<file path="src/assert_macros.svh">
// Assertion helpers for the two-class priority queue.
// Define NO_ASSERTIONS to compile them out.
`ifndef ASSERT_MACROS_SVH
`define ASSERT_MACROS_SVH

`ifndef NO_ASSERTIONS

// Property that must hold at every clock edge out of reset.
`define TCPQ_ASSERT(lbl, clk, rst_n, prop, msg) \
  lbl: assert property (@(posedge clk) disable iff (!rst_n) prop) else $error(msg);

// Condition that must never be seen at a clock edge out of reset.
`define TCPQ_NEVER(lbl, clk, rst_n, cond, msg) \
  lbl: assert property (@(posedge clk) disable iff (!rst_n) !(cond)) else $error(msg);

`else

`define TCPQ_ASSERT(lbl, clk, rst_n, prop, msg)
`define TCPQ_NEVER(lbl, clk, rst_n, cond, msg)

`endif

`endif

</file>
<file path="src/tcpq_pkg.sv">
package tcpq_pkg;

  // Ring geometry (entries per class) and stored value width
  localparam int CLASS_DEPTH = 16;
  localparam int VALUE_BITS  = 16;

  localparam int PTR_W = $clog2(CLASS_DEPTH);
  localparam int CNT_W = $clog2(CLASS_DEPTH + 1);

  // Port field widths
  localparam int DATA_W   = 16;
  localparam int STATUS_W = 2;

  localparam logic signed [DATA_W-1:0] THR_RESET = 16'sd60;

  // Request opcodes
  localparam logic FUNC_INSERT = 1'b0;
  localparam logic FUNC_REMOVE = 1'b1;

  // Result status codes
  localparam logic [STATUS_W-1:0] ST_DONE  = 2'd0;
  localparam logic [STATUS_W-1:0] ST_EMPTY = 2'd1;
  localparam logic [STATUS_W-1:0] ST_FULL  = 2'd2;

  typedef logic signed [DATA_W-1:0]     data_t;
  typedef logic signed [VALUE_BITS-1:0] val_t;
  typedef logic [PTR_W-1:0]             ptr_t;
  typedef logic [CNT_W-1:0]             cnt_t;

  typedef struct packed {
    logic push;
    logic pop;
  } ring_cmd_t;

  typedef struct packed {
    logic empty;
    logic full;
    ptr_t head;
    ptr_t tail;
  } ring_stat_t;

  // Port value to stored value (sign-extend or truncate)
  function automatic val_t to_store(data_t d);
    return val_t'(d);
  endfunction

  // Stored value back to port width (sign-extend or truncate)
  function automatic data_t from_store(val_t v);
    return data_t'(v);
  endfunction

endpackage

</file>
<file path="src/tcpq_if.sv">
interface tcpq_in_if;
  logic                 valid;
  logic                 ready;
  logic                 func;
  tcpq_pkg::data_t      item_value;

  modport source (output valid, output func, output item_value, input ready);
  modport sink   (input valid, input func, input item_value, output ready);
endinterface

interface tcpq_out_if;
  logic                            valid;
  logic                            ready;
  logic [tcpq_pkg::STATUS_W-1:0]   status;
  tcpq_pkg::data_t                 removed_value;

  modport source (output valid, output status, output removed_value, input ready);
  modport sink   (input valid, input status, input removed_value, output ready);
endinterface

interface tcpq_cfg_if;
  logic            valid;
  logic            ready;
  tcpq_pkg::data_t data;

  modport source (output valid, output data, input ready);
  modport sink   (input valid, input data, output ready);
endinterface

</file>
<file path="src/tcpq_ram.sv">
module tcpq_ram #(
  parameter int DEPTH = 16,
  parameter int WIDTH = 16
) (
  input  logic                     clk,
  input  logic                     we,
  input  logic [$clog2(DEPTH)-1:0] waddr,
  input  logic [WIDTH-1:0]         wdata,
  input  logic                     re,
  input  logic [$clog2(DEPTH)-1:0] raddr,
  output logic [WIDTH-1:0]         rdata_r
);

  logic [WIDTH-1:0] mem [DEPTH];

  always_ff @(posedge clk) begin
    if (we) begin
      mem[waddr] <= wdata;
    end
  end

  // read data holds until the next read
  always_ff @(posedge clk) begin
    if (re) begin
      rdata_r <= mem[raddr];
    end
  end

endmodule

</file>
<file path="src/tcpq_ring_ctl.sv">
`include "assert_macros.svh"

module tcpq_ring_ctl (
  input  logic                   clk,
  input  logic                   rst_n,
  input  tcpq_pkg::ring_cmd_t    cmd,
  output tcpq_pkg::ring_stat_t   stat
);

  localparam tcpq_pkg::ptr_t PTR_LAST = tcpq_pkg::PTR_W'(tcpq_pkg::CLASS_DEPTH - 1);
  localparam tcpq_pkg::cnt_t CNT_FULL = tcpq_pkg::CNT_W'(tcpq_pkg::CLASS_DEPTH);

  tcpq_pkg::ptr_t head_r, head_nxt;
  tcpq_pkg::ptr_t tail_r, tail_nxt;
  tcpq_pkg::cnt_t count_r, count_nxt;

  // caller never pushes and pops in the same cycle
  always_comb begin
    head_nxt  = head_r;
    tail_nxt  = tail_r;
    count_nxt = count_r;
    if (cmd.push) begin
      tail_nxt  = (tail_r == PTR_LAST) ? '0 : tail_r + 1'b1;
      count_nxt = count_r + 1'b1;
    end else if (cmd.pop) begin
      head_nxt  = (head_r == PTR_LAST) ? '0 : head_r + 1'b1;
      count_nxt = count_r - 1'b1;
    end
  end

  always_ff @(posedge clk) begin
    if (!rst_n) begin
      head_r  <= '0;
      tail_r  <= '0;
      count_r <= '0;
    end else begin
      head_r  <= head_nxt;
      tail_r  <= tail_nxt;
      count_r <= count_nxt;
    end
  end

  assign stat.empty = (count_r == '0);
  assign stat.full  = (count_r == CNT_FULL);
  assign stat.head  = head_r;
  assign stat.tail  = tail_r;

  `TCPQ_NEVER(a_no_overflow, clk, rst_n, count_r > CNT_FULL, "ring count beyond depth")
  `TCPQ_ASSERT(a_ptr_match, clk, rst_n, (stat.empty || stat.full) |-> head_r == tail_r, "bad ptrs")
  `TCPQ_NEVER(a_push_pop, clk, rst_n, cmd.push && cmd.pop, "push and pop together")

endmodule

</file>
<file path="src/two_class_priority_queue_top.sv">
// Two-class strict-priority queue, one request per cycle sustained while the output is not stalled.
// Result path: the RAM read shares the accepting edge with stage 1; the output reg loads from
// stage 1 when free. Throughput: 1 request/cycle unless the output stalls; each request
// touches at most one ring head or tail in one RAM port.
// Reset (rst_n low, synchronous): ring pointers and counts cleared, threshold back to 60,
// pipeline and output emptied. Ring RAMs are not cleared; no entry is read before written.
`include "assert_macros.svh"

module two_class_priority_queue_top (
  input  logic               clk,
  input  logic               rst_n,
  tcpq_in_if.sink            in_ch,
  tcpq_out_if.source         out_ch,
  tcpq_cfg_if.sink           cfg_ch
);

  // which RAM feeds the removed value in stage 1
  localparam logic [1:0] SEL_NONE = 2'd0;
  localparam logic [1:0] SEL_HIGH = 2'd1;
  localparam logic [1:0] SEL_LOW  = 2'd2;

  // ---------------------------------------------------------------
  // Threshold register; the user writes it only while the queue is idle, the block does not enforce this
  // ---------------------------------------------------------------
  tcpq_pkg::data_t thr_r;

  assign cfg_ch.ready = 1'b1;

  always_ff @(posedge clk) begin
    if (!rst_n) begin
      thr_r <= tcpq_pkg::THR_RESET;
    end else if (cfg_ch.valid) begin
      thr_r <= cfg_ch.data;
    end
  end

  // ---------------------------------------------------------------
  // Handshake and pipeline control
  // Stage 1 holds the request whose RAM read is in flight; the
  // output register parts it from the consumer.
  // ---------------------------------------------------------------
  logic                           s1_valid_r;
  logic [tcpq_pkg::STATUS_W-1:0]  s1_status_r;
  logic [1:0]                     s1_sel_r;

  logic                           out_valid_r;
  logic [tcpq_pkg::STATUS_W-1:0]  out_status_r;
  tcpq_pkg::data_t                out_value_r;

  logic out_free;
  logic s1_move;
  logic acc;

  assign out_free    = !out_valid_r || out_ch.ready;
  assign s1_move     = s1_valid_r && out_free;
  assign in_ch.ready = !s1_valid_r || out_free;
  assign acc         = in_ch.valid && in_ch.ready;

  // ---------------------------------------------------------------
  // Class decision and ring commands
  // ---------------------------------------------------------------
  tcpq_pkg::ring_stat_t hi_stat, lo_stat;
  tcpq_pkg::ring_cmd_t  hi_cmd, lo_cmd;

  logic is_ins;
  logic is_high;
  logic ins_full;
  logic q_empty;

  assign is_ins   = (in_ch.func == tcpq_pkg::FUNC_INSERT);
  assign is_high  = (in_ch.item_value >= thr_r);           // signed compare
  assign ins_full = is_high ? hi_stat.full : lo_stat.full;
  assign q_empty  = hi_stat.empty && lo_stat.empty;

  // strict priority: low ring pops only when high ring is empty
  assign hi_cmd.push = acc && is_ins && is_high && !hi_stat.full;
  assign lo_cmd.push = acc && is_ins && !is_high && !lo_stat.full;
  assign hi_cmd.pop  = acc && !is_ins && !hi_stat.empty;
  assign lo_cmd.pop  = acc && !is_ins && hi_stat.empty && !lo_stat.empty;

  tcpq_ring_ctl u_hi_ctl (
    .clk  (clk),
    .rst_n(rst_n),
    .cmd  (hi_cmd),
    .stat (hi_stat)
  );

  tcpq_ring_ctl u_lo_ctl (
    .clk  (clk),
    .rst_n(rst_n),
    .cmd  (lo_cmd),
    .stat (lo_stat)
  );

  // ---------------------------------------------------------------
  // Ring storage: insert writes at tail, remove reads at head.
  // A read and a write to the same entry never share a cycle, and a
  // value written in one cycle is visible to any later read.
  // ---------------------------------------------------------------
  tcpq_pkg::val_t wr_val;
  tcpq_pkg::val_t hi_rdata, lo_rdata;

  assign wr_val = tcpq_pkg::to_store(in_ch.item_value);

  tcpq_ram #(
    .DEPTH(tcpq_pkg::CLASS_DEPTH),
    .WIDTH(tcpq_pkg::VALUE_BITS)
  ) u_hi_ram (
    .clk    (clk),
    .we     (hi_cmd.push),
    .waddr  (hi_stat.tail),
    .wdata  (wr_val),
    .re     (hi_cmd.pop),
    .raddr  (hi_stat.head),
    .rdata_r(hi_rdata)
  );

  tcpq_ram #(
    .DEPTH(tcpq_pkg::CLASS_DEPTH),
    .WIDTH(tcpq_pkg::VALUE_BITS)
  ) u_lo_ram (
    .clk    (clk),
    .we     (lo_cmd.push),
    .waddr  (lo_stat.tail),
    .wdata  (wr_val),
    .re     (lo_cmd.pop),
    .raddr  (lo_stat.head),
    .rdata_r(lo_rdata)
  );

  // ---------------------------------------------------------------
  // Stage 1: status and RAM select wait here for the read data.
  // While stalled, no new request is taken, so RAM read data holds.
  // ---------------------------------------------------------------
  logic [tcpq_pkg::STATUS_W-1:0] acc_status;
  logic [1:0]                    acc_sel;

  always_comb begin
    acc_sel = SEL_NONE;
    if (is_ins) begin
      acc_status = ins_full ? tcpq_pkg::ST_FULL : tcpq_pkg::ST_DONE;
    end else begin
      acc_status = q_empty ? tcpq_pkg::ST_EMPTY : tcpq_pkg::ST_DONE;
      if (!hi_stat.empty) begin
        acc_sel = SEL_HIGH;
      end else if (!lo_stat.empty) begin
        acc_sel = SEL_LOW;
      end
    end
  end

  always_ff @(posedge clk) begin
    if (!rst_n) begin
      s1_valid_r <= 1'b0;
    end else if (acc) begin
      s1_valid_r <= 1'b1;
    end else if (s1_move) begin
      s1_valid_r <= 1'b0;
    end
  end

  always_ff @(posedge clk) begin
    if (acc) begin
      s1_status_r <= acc_status;
      s1_sel_r    <= acc_sel;
    end
  end

  // ---------------------------------------------------------------
  // Output register
  // ---------------------------------------------------------------
  tcpq_pkg::data_t s1_value;

  always_comb begin
    unique case (s1_sel_r)
      SEL_HIGH: s1_value = tcpq_pkg::from_store(hi_rdata);
      SEL_LOW:  s1_value = tcpq_pkg::from_store(lo_rdata);
      default:  s1_value = '0;
    endcase
  end

  always_ff @(posedge clk) begin
    if (!rst_n) begin
      out_valid_r <= 1'b0;
    end else if (s1_move) begin
      out_valid_r <= 1'b1;
    end else if (out_ch.ready) begin
      out_valid_r <= 1'b0;
    end
  end

  always_ff @(posedge clk) begin
    if (s1_move) begin
      out_status_r <= s1_status_r;
      out_value_r  <= s1_value;
    end
  end

  assign out_ch.valid         = out_valid_r;
  assign out_ch.status        = out_status_r;
  assign out_ch.removed_value = out_value_r;

  // ---------------------------------------------------------------
  // Checks
  // ---------------------------------------------------------------
  logic out_fail;
  logic s1_stall;

  assign out_fail = out_valid_r && (out_status_r != tcpq_pkg::ST_DONE);
  assign s1_stall = s1_valid_r && !out_free;

  `TCPQ_NEVER(a_single_pop, clk, rst_n, hi_cmd.pop && lo_cmd.pop, "both rings popped at once")
  `TCPQ_ASSERT(a_strict_prio, clk, rst_n, lo_cmd.pop |-> hi_stat.empty, "low popped ahead of high")
  `TCPQ_ASSERT(a_fail_zero, clk, rst_n, out_fail |-> (out_value_r == '0), "failed with value")
  `TCPQ_ASSERT(a_s1_hold, clk, rst_n, s1_stall |=> (s1_valid_r && $stable(s1_sel_r)), "s1 lost")

endmodule

</file>
<file path="src/flat_wrapper.sv">
// flat-port wrapper written by rule: the top's interface ports become plain ports
module two_class_priority_queue_top_flat 
  (clk, rst_n, in_ch_valid, in_ch_func, in_ch_item_value, in_ch_ready, out_ch_valid, out_ch_status, out_ch_removed_value, out_ch_ready, cfg_ch_valid, cfg_ch_data, cfg_ch_ready);
  tcpq_in_if in_ch_i ();
  tcpq_out_if out_ch_i ();
  tcpq_cfg_if cfg_ch_i ();
  input  logic clk;
  input  logic rst_n;
  input wire logic [$bits(in_ch_i.valid)-1:0] in_ch_valid;
  input wire logic [$bits(in_ch_i.func)-1:0] in_ch_func;
  input wire logic [$bits(in_ch_i.item_value)-1:0] in_ch_item_value;
  output wire logic [$bits(in_ch_i.ready)-1:0] in_ch_ready;
  output wire logic [$bits(out_ch_i.valid)-1:0] out_ch_valid;
  output wire logic [$bits(out_ch_i.status)-1:0] out_ch_status;
  output wire logic [$bits(out_ch_i.removed_value)-1:0] out_ch_removed_value;
  input wire logic [$bits(out_ch_i.ready)-1:0] out_ch_ready;
  input wire logic [$bits(cfg_ch_i.valid)-1:0] cfg_ch_valid;
  input wire logic [$bits(cfg_ch_i.data)-1:0] cfg_ch_data;
  output wire logic [$bits(cfg_ch_i.ready)-1:0] cfg_ch_ready;
  assign in_ch_i.valid = in_ch_valid;
  assign in_ch_i.func = in_ch_func;
  assign in_ch_i.item_value = in_ch_item_value;
  assign in_ch_ready = in_ch_i.ready;
  assign out_ch_valid = out_ch_i.valid;
  assign out_ch_status = out_ch_i.status;
  assign out_ch_removed_value = out_ch_i.removed_value;
  assign out_ch_i.ready = out_ch_ready;
  assign cfg_ch_i.valid = cfg_ch_valid;
  assign cfg_ch_i.data = cfg_ch_data;
  assign cfg_ch_ready = cfg_ch_i.ready;
  two_class_priority_queue_top u_core (.clk(clk), .rst_n(rst_n), .in_ch(in_ch_i), .out_ch(out_ch_i), .cfg_ch(cfg_ch_i));
endmodule
</file>
<file path="config.mk">
export PLATFORM = sky130hd
export DESIGN_NAME = two_class_priority_queue_top_flat
export DESIGN_NICKNAME = d
export VERILOG_FILES = /design/src/tcpq_pkg.sv /design/src/tcpq_if.sv /design/src/tcpq_ram.sv /design/src/tcpq_ring_ctl.sv /design/src/two_class_priority_queue_top.sv /design/src/flat_wrapper.sv
export VERILOG_INCLUDE_DIRS = /design/src /design/src/src
export SDC_FILE = /design/constraint.sdc
export NUM_CORES = 1
export LEC_CHECK = 0
export ABC_CLOCK_PERIOD_IN_PS = 4900
export BUFFER_PORTS_ARGS = -buffer_cell sky130_fd_sc_hd__buf_4
export CAP_MARGIN = 20
export CORE_MARGIN = 3
export CORE_UTILIZATION = 60
export DETAILED_ROUTE_END_ITERATION = 10
export PLACE_DENSITY = 0.77
export SLEW_MARGIN = 20
export SYNTH_ARGS = -nofsm -noshare
export SYNTH_HDL_FRONTEND = slang
export SYNTH_SLANG_ARGS = --single-unit
</file>
<file path="constraint.sdc">
create_clock -name clk -period 4.9 [get_ports clk]
set_input_delay 0.245 -clock clk [delete_from_list [all_inputs] [get_ports clk]]
set_output_delay 0.245 -clock clk [all_outputs]
set_load 0.02 [all_outputs]
</file>
---- Word level (Yosys, flattened, before mapping) ----
Memory sizes are Yosys's and may differ from the RTL's. A register that Yosys moved wholly into a read port is not among the register bits.
Index checks and enable logic that the tools add are counted.
word-level totals
  memory bits (read-only) ................. 0
  word-level logic and storage cells ...... 89
  input port bits ......................... 38
  memories kept ........................... 2
  RAM bits ................................ 512
  register bits after elaboration ......... 66
  output and inout bits ................... 21
  latch bits .............................. 0
memory list
  memory               depth  bits a word  rd ports  clocked after memory_dff  wr ports  RTL line        RTL
  u_core.u_hi_ram.mem  16     16           1         1                         1         tcpq_ram.sv:14  logic [WIDTH-1:0] mem [DEPTH];
  u_core.u_lo_ram.mem  16     16           1         1                         1         tcpq_ram.sv:14
operators by class
  reductions and logical operators ........ 30
  add/sub/neg operators ................... 8
  equal/unequal tests ..................... 8
  divide/modulo/power cells ............... 0
  bitwise operators ....................... 3
  mux-type cells .......................... 23
  multiply operators ...................... 0
  shifts and indexed selects .............. 0
  order comparisons ....................... 1
operators by type and width
  operator               number
  $pmux W16 S2           1
  $mux W5                4
  $add A4 B1 Y4 const B  4
  $eq A4 B4 Y1 const B   4
  $ge A16 B16 Y1         1
  $mux W4                4
  $logic_and A1 B1 Y1    12
  $mux W1                11
  $add A5 B1 Y5 const B  2
  $eq A5 B5 Y1 const B   2
  $logic_not A5 Y1       2
  $sub A5 B1 Y5 const B  2
  $reduce_bool A2 Y1     4
  $logic_not A1 Y1       7
  $mux W2                3
  $reduce_and A2 Y1      3
  $not A1 Y1             3
  $eq A2 B1 Y1 const B   1
  $eq A2 B2 Y1 const B   1
  $logic_or A1 B1 Y1     2

---- Logic depth before layout (Yosys ltp) ----
  word-level depth ........................ 9
  depth in mapped cells ................... 14
  depth with buffers taken out ............ 14

---- Modules after synthesis ----
A second synthesis with hierarchy kept.
unflattened totals
  cells, all modules ...................... 1,213
  area, all modules ....................... 23,899.2 sq um
by module, submodules not included
  module                        seq. area each (sq um)  cells each  times used  area each (sq um)
  tcpq_ram                      8,167.8                 432         2           10,203.5
  two_class_priority_queue_top  1,021.0                 193         1           2,055.7
  tcpq_ring_ctl                 260.2                   78          2           718.2

---- Worst setup path before layout ----
No wires, ideal clock.
  path type ............................... reg-to-reg
  start point ............................. register u_core.thr_r[15]
  end point ............................... memory u_core.u_hi_ram.mem[3][0], enable pin
  clock period less this slack ............ 3,534 ps
  setup slack ............................. 1,366 ps
  setup time .............................. 409 ps
  arrival time ............................ 3,125 ps
  cell stages (with the launch flop) ...... 9
  buffers on the path ..................... 0
  required time ........................... 4,491 ps
  path through ............................ dfxtp_1 -> inv_1 -> ha_1 -> nand4_2 -> nor4_2 -> o21ai_2 -> a21oi_1 -> o21ai_1 -> nor3_1
between the ends
  cells in the longest elaborated chain, start to end .. 5
ends and longest elaborated chain
  what                               RTL line                            RTL
  from (decl)                        two_class_priority_queue_top.sv:25  tcpq_pkg::data_t thr_r;
  from (signal assigned)             two_class_priority_queue_top.sv:31  thr_r <= tcpq_pkg::THR_RESET;
  from (signal assigned)             two_class_priority_queue_top.sv:33  thr_r <= cfg_ch.data;
  $ge A16 B16 Y1                     two_class_priority_queue_top.sv:71  assign is_high = (in_ch.item_value >= thr_r);
  $logic_and A1 B1 Y1 (2 in series)  two_class_priority_queue_top.sv:76  assign hi_cmd.push = acc && is_ins && is_high && !hi_stat.full;
  $mux W1                            tcpq_ram.sv:17                      if (we) begin
  $mux W1 (implied by the code)      tcpq_ram.sv:18                      mem[waddr] <= wdata;
  to (decl)                          tcpq_ram.sv:14
No other way between the ends.

---- Final worst setup path ----
  start point ............................. register u_core.thr_r[15]
  end point ............................... register u_core.u_hi_ctl.count_r[4]
between the ends
  cells in the longest elaborated chain, start to end .. 4
  elaborated cells between the ends (all ways) .. 5
  those cells by class .................... order compare (1); mux (1); reduce/logical (3)
ends and longest elaborated chain
  what                                           RTL line                            RTL
  $ge A16 B16 Y1 (*)                             two_class_priority_queue_top.sv:71
  $logic_and A1 B1 Y1 (*) (2 in series)          two_class_priority_queue_top.sv:76
  $mux W5 or $reduce_bool A2 Y1 (tied branches)  -
  to (signal assigned)                           tcpq_ring_ctl.sv:39                 count_r <= count_nxt;
  to (decl)                                      tcpq_ring_ctl.sv:15                 tcpq_pkg::cnt_t count_r, count_nxt;
Every way passes the cells marked *; elsewhere a longest branch is shown, timed or not.
A chain may end at the register's enable or synchronous reset.

==> qor.csv <==
stage,metric,value,unit
grt,grt_usage,26.2,%
detailed_routing,drt-initial-drc-count,1253,
grt,grt_pass1_wl,79800,microns
synthesis,avgSynthCellArea,20.5,sq um
clock_network,cts_setup_buffers,0,
clock_network,ctsRootBufferMaster,clkbuf_16,
floorplanning,die_h,206,microns
placed_design,gp_congestion,0.776,
setup_path,end_kind,register,
placed_design,dpl.hpwl,29200,microns
grt,grt-ovfl-total,0,
final_layout,fill_cells,2349,
synthesis,ys.flop_type,edfxtp_1,
clock_network,cts_buffers,58,
clock_network,insertion_delay,0.60,ns
timing,drv_slew,0,
outcome,status,finished clean,
synthesis,syn_area,24000,sq um
timing,max_freq,253,MHz
power,p_leak,9.02,nW
setup_path,path_max_fanout,15,
synthesis,synthDominantCellAreaShare,70.7,%
detailed_routing,drt_wl_total,53500,microns
timing,rsz0062_at_grt,false,
clock_network,clk_pin_slew,0.06,ns
setup_path,critPathKind,register to register,
timing,period_needed,3.96,ns
timing,finalHoldViolCount,0,
power,power-per-cell-area,437,nW/um^2
placed_design,placed_area,25300,sq um
setup_path,cp.arrival,4.44,ns
setup_path,crit_family,simple AND/OR/NAND/NOR gates,
clock_network,cts_tree,done,
setup_path,path_buf_inv,2,
final_layout,area_delta_synth_final,14.2,%
grt,antenna_found_initial,0,
setup_path,crit_chain,inv_1 > ha_1 > nand4_2 > nor4_2 > a2111o_1 > nand4_1 > nand2_1 > inv_1 > fa_1 > a21o_1 > a21oi_1 > nor3b_1 > a31oi_1 > o311ai_0,
synthesis,syn-instance-count,1174,
setup_path,cp-start-kind,register,
min_path,hold_path.class,input port to register,
synthesis,synth_commonest_cells,"566 x edfxtp_1, 160 x mux4_2, 44 x dfxtp_1",
timing,fin_tns_setup,0,ns
clock_network,clockBufferDepth,3,
synthesis,synth_area_leaders,"edfxtp_1 71%, mux4_2 15%, dfxtp_1 3.7%",
setup_path,cp.required,5.39,ns
detailed_routing,wl_per_cell,28.7,microns
floorplanning,chipWidth,206,microns
setup_path,crit_path_frequent_cell,inv_1,
placed_design,io_buffers,57,
final_layout,drive_gt1_share,28.0,%
final_layout,seqCellArea,17900,sq um
setup_path,crit_slowest_cell,fa_1,
synthesis,synth.distinct_cells,62,
timing,relSlewSlack,35.6,%
timing,finalSetupViolCount,0,
grt,grt_max_degree,56,
synthesis,yosysSeqAreaShare,74.4,%
synthesis,ys_ff_latch,610,
power,power,12.0,mW
power,peakVddDrop,330,uV
setup_path,max_stage_delay,0.49,ns
floorplanning,start_util,61.5,%
floorplanning,core_area,39100,sq um
synthesis,synth_edf_count,566,
synthesis,synth.most_common_cell,edfxtp_1,
final_layout,nNetsFinal,1374,
timing,finalClockSkew,0.0139,ns
clock_network,clock-sinks,610,
final_layout,diodes,0,
timing,finalCritPeriodShare,80.8,%
detailed_routing,vias_per_cell,6.48,
final_layout,multi_input_area,5850,sq um
detailed_routing,ant_nets,0,
synthesis,synthArstFlopShare,0,%
run,drv_cap,0,
floorplanning,die-area,42500,sq um
synthesis,yosysWarnings,0,
synthesis,synth_fp_nets,1248,
clock_network,htreeDepth,2,
timing,worstMarginPinSlew,0.965,ns
final_layout,stdcell_area,27500,sq um
detailed_routing,vias,12100,
detailed_routing,drt_pass1_iterations,5,
grt,grt_pass1_vias,12700,
detailed_routing,drcViolationCount,0,
synthesis,yosysTopAreaCell,edfxtp_1,
floorplanning,ios,59,
floorplanning,placementRows,72,
## stage by stage
step | util [%] | instances | hold WS [ns] | setup slack (ns)
global placement | 64.6 | 1739 | 0.421 | 1.06
CTS | 70.1 | 1866 | 0.00546 | 0.997
finish | 70.2 | 1867 | 0.0394 | 0.941
detailed placement | 64.6 | 1739 | 0.406 | 0.845
global route | 70.2 | 1867 | 0.0403 | 0.663
floorplan | - | 1174 | 0.344 | 1.37
## layout by cell type (no fill, tap or decap), types with 4 or more instances in the layout
cell type | synthesis | final
a21o_1 | 6 | 6
and3_1 | 25 | 25
nand3_1 | 8 | 8
o21ai_0 | 10 | 10
mux4_2 | 160 | 160
clkbuf_1 | 39 | 8
inv_1 | 30 | 30
dfxtp_1 | 44 | 39
nor2_1 | 43 | 42
clkinv_2 | 0 | 10
clkinv_1 | 0 | 13
dlygate4sd3_1 | 0 | 18
bufinv_16 | 0 | 9
clkbuf_16 | 0 | 59
o211ai_1 | 4 | 4
ha_1 | 34 | 34
nand2_1 | 40 | 40
mux2i_1 | 26 | 26
buf_4 | 1 | 101
nor2b_1 | 7 | 6
edfxtp_1 | 566 | 566
clkinvlp_4 | 0 | 6
and2_1 | 7 | 7
xor2_1 | 4 | 4
nand2b_1 | 6 | 6
a22oi_1 | 16 | 16
a21oi_1 | 25 | 25
## registers in the layout, indices dropped and copies added (netlist names)
register / flops
u_core.out_ch.valid: 1
u_core.s1_status_r: 2
u_core.u_lo_ram.mem: 256
u_core.thr_r: 16
u_core.u_hi_ctl.head_r: 4
u_core.u_hi_ram.rdata_r: 16
u_core.u_hi_ctl.count_r: 5
u_core.u_lo_ctl.head_r: 4
u_core.s1_valid_r: 1
u_core.s1_sel_r: 2
u_core.u_lo_ram.rdata_r: 16
u_core.out_ch.status: 2
u_core.out_ch.removed_value: 16
u_core.u_hi_ram.mem: 256
u_core.u_lo_ctl.tail_r: 4
u_core.u_hi_ctl.tail_r: 4
u_core.u_lo_ctl.count_r: 5
## logic make-up (layout without fill, tap and decap cells)
| group | count (synthesis) | count (layout) | synth area share [%] |
|---|---|---|---|
| other | 1 | 1 | 0.0156 |
| AND/OR/NAND/NOR | 162 | 162 | 3.50 |
| XOR/XNOR | 6 | 6 | 0.219 |
| multiplexers | 186 | 186 | 16.1 |
| buffers and inverters | 88 | 263 | 1.43 |
| flip-flops | 610 | 610 | 74.4 |
| adder cells (fa/ha/maj) | 36 | 36 | 1.94 |
| AO/OA/AOI/OAI | 85 | 85 | 2.46 |
## final cells by class
cell class | instances | share of cell area (%)
clock inverter | 39 | 1.54
multi-input combinational | 476 | 21.3
timing repair buffer | 121 | 3.59
clock buffer | 70 | 5.64
tap | 518 | 2.36
sequential | 610 | 65.1
inverter | 33 | 0.451
## final timing paths
| path | startpoint | end | slack [ns] | depth (start not counted) |
|---|---|---|---|---|
| worst max-delay path | u_core.thr_r[15]$_SDFFE_PN0P_ | u_core.u_hi_ctl.count_r[4]$_SDFFE_PN0P_ | 0.94 | 14 |
| worst min-delay path | rst_n | u_core.thr_r[5]$_SDFFE_PN1P_ | 0.04 | 2 |
| worst max register to register | u_core.thr_r[15]$_SDFFE_PN0P_ | u_core.u_hi_ctl.count_r[4]$_SDFFE_PN0P_ | 0.94 | 14 |
| worst min register to register | u_core.s1_status_r[0]$_SDFFCE_PN0P_ | u_core.out_ch.status[0]$_DFFE_PP_ | 0.43 | 0 |
## routing by layer
layer	vias up	wire length, microns	GRT usage [%]
li1	5070	-	-
met1	6247	20800	36.6
met2	654	26000	40.9
met3	119	4900	6.43
met4	0	1780	10.1
met5	-	0	0
## power by group
part / leakage (nW) / switching (mW) / total [mW] / internal [mW]
Sequential: 5.47 / 0.165 / 6.04 / 5.87
Combinational: 2.59 / 0.706 / 1.38 / 0.673
Clock: 0.950 / 1.87 / 4.59 / 2.72
Total: 9.02 / 2.74 / 12.0 / 9.26
## repair_timing
item / CTS / global route
hold endpoints to repair: 18 / 0
hold buffers: 18 / 0
gates resized for setup: 0 / 0
Note: power is estimated with default switching activity, not from simulation.
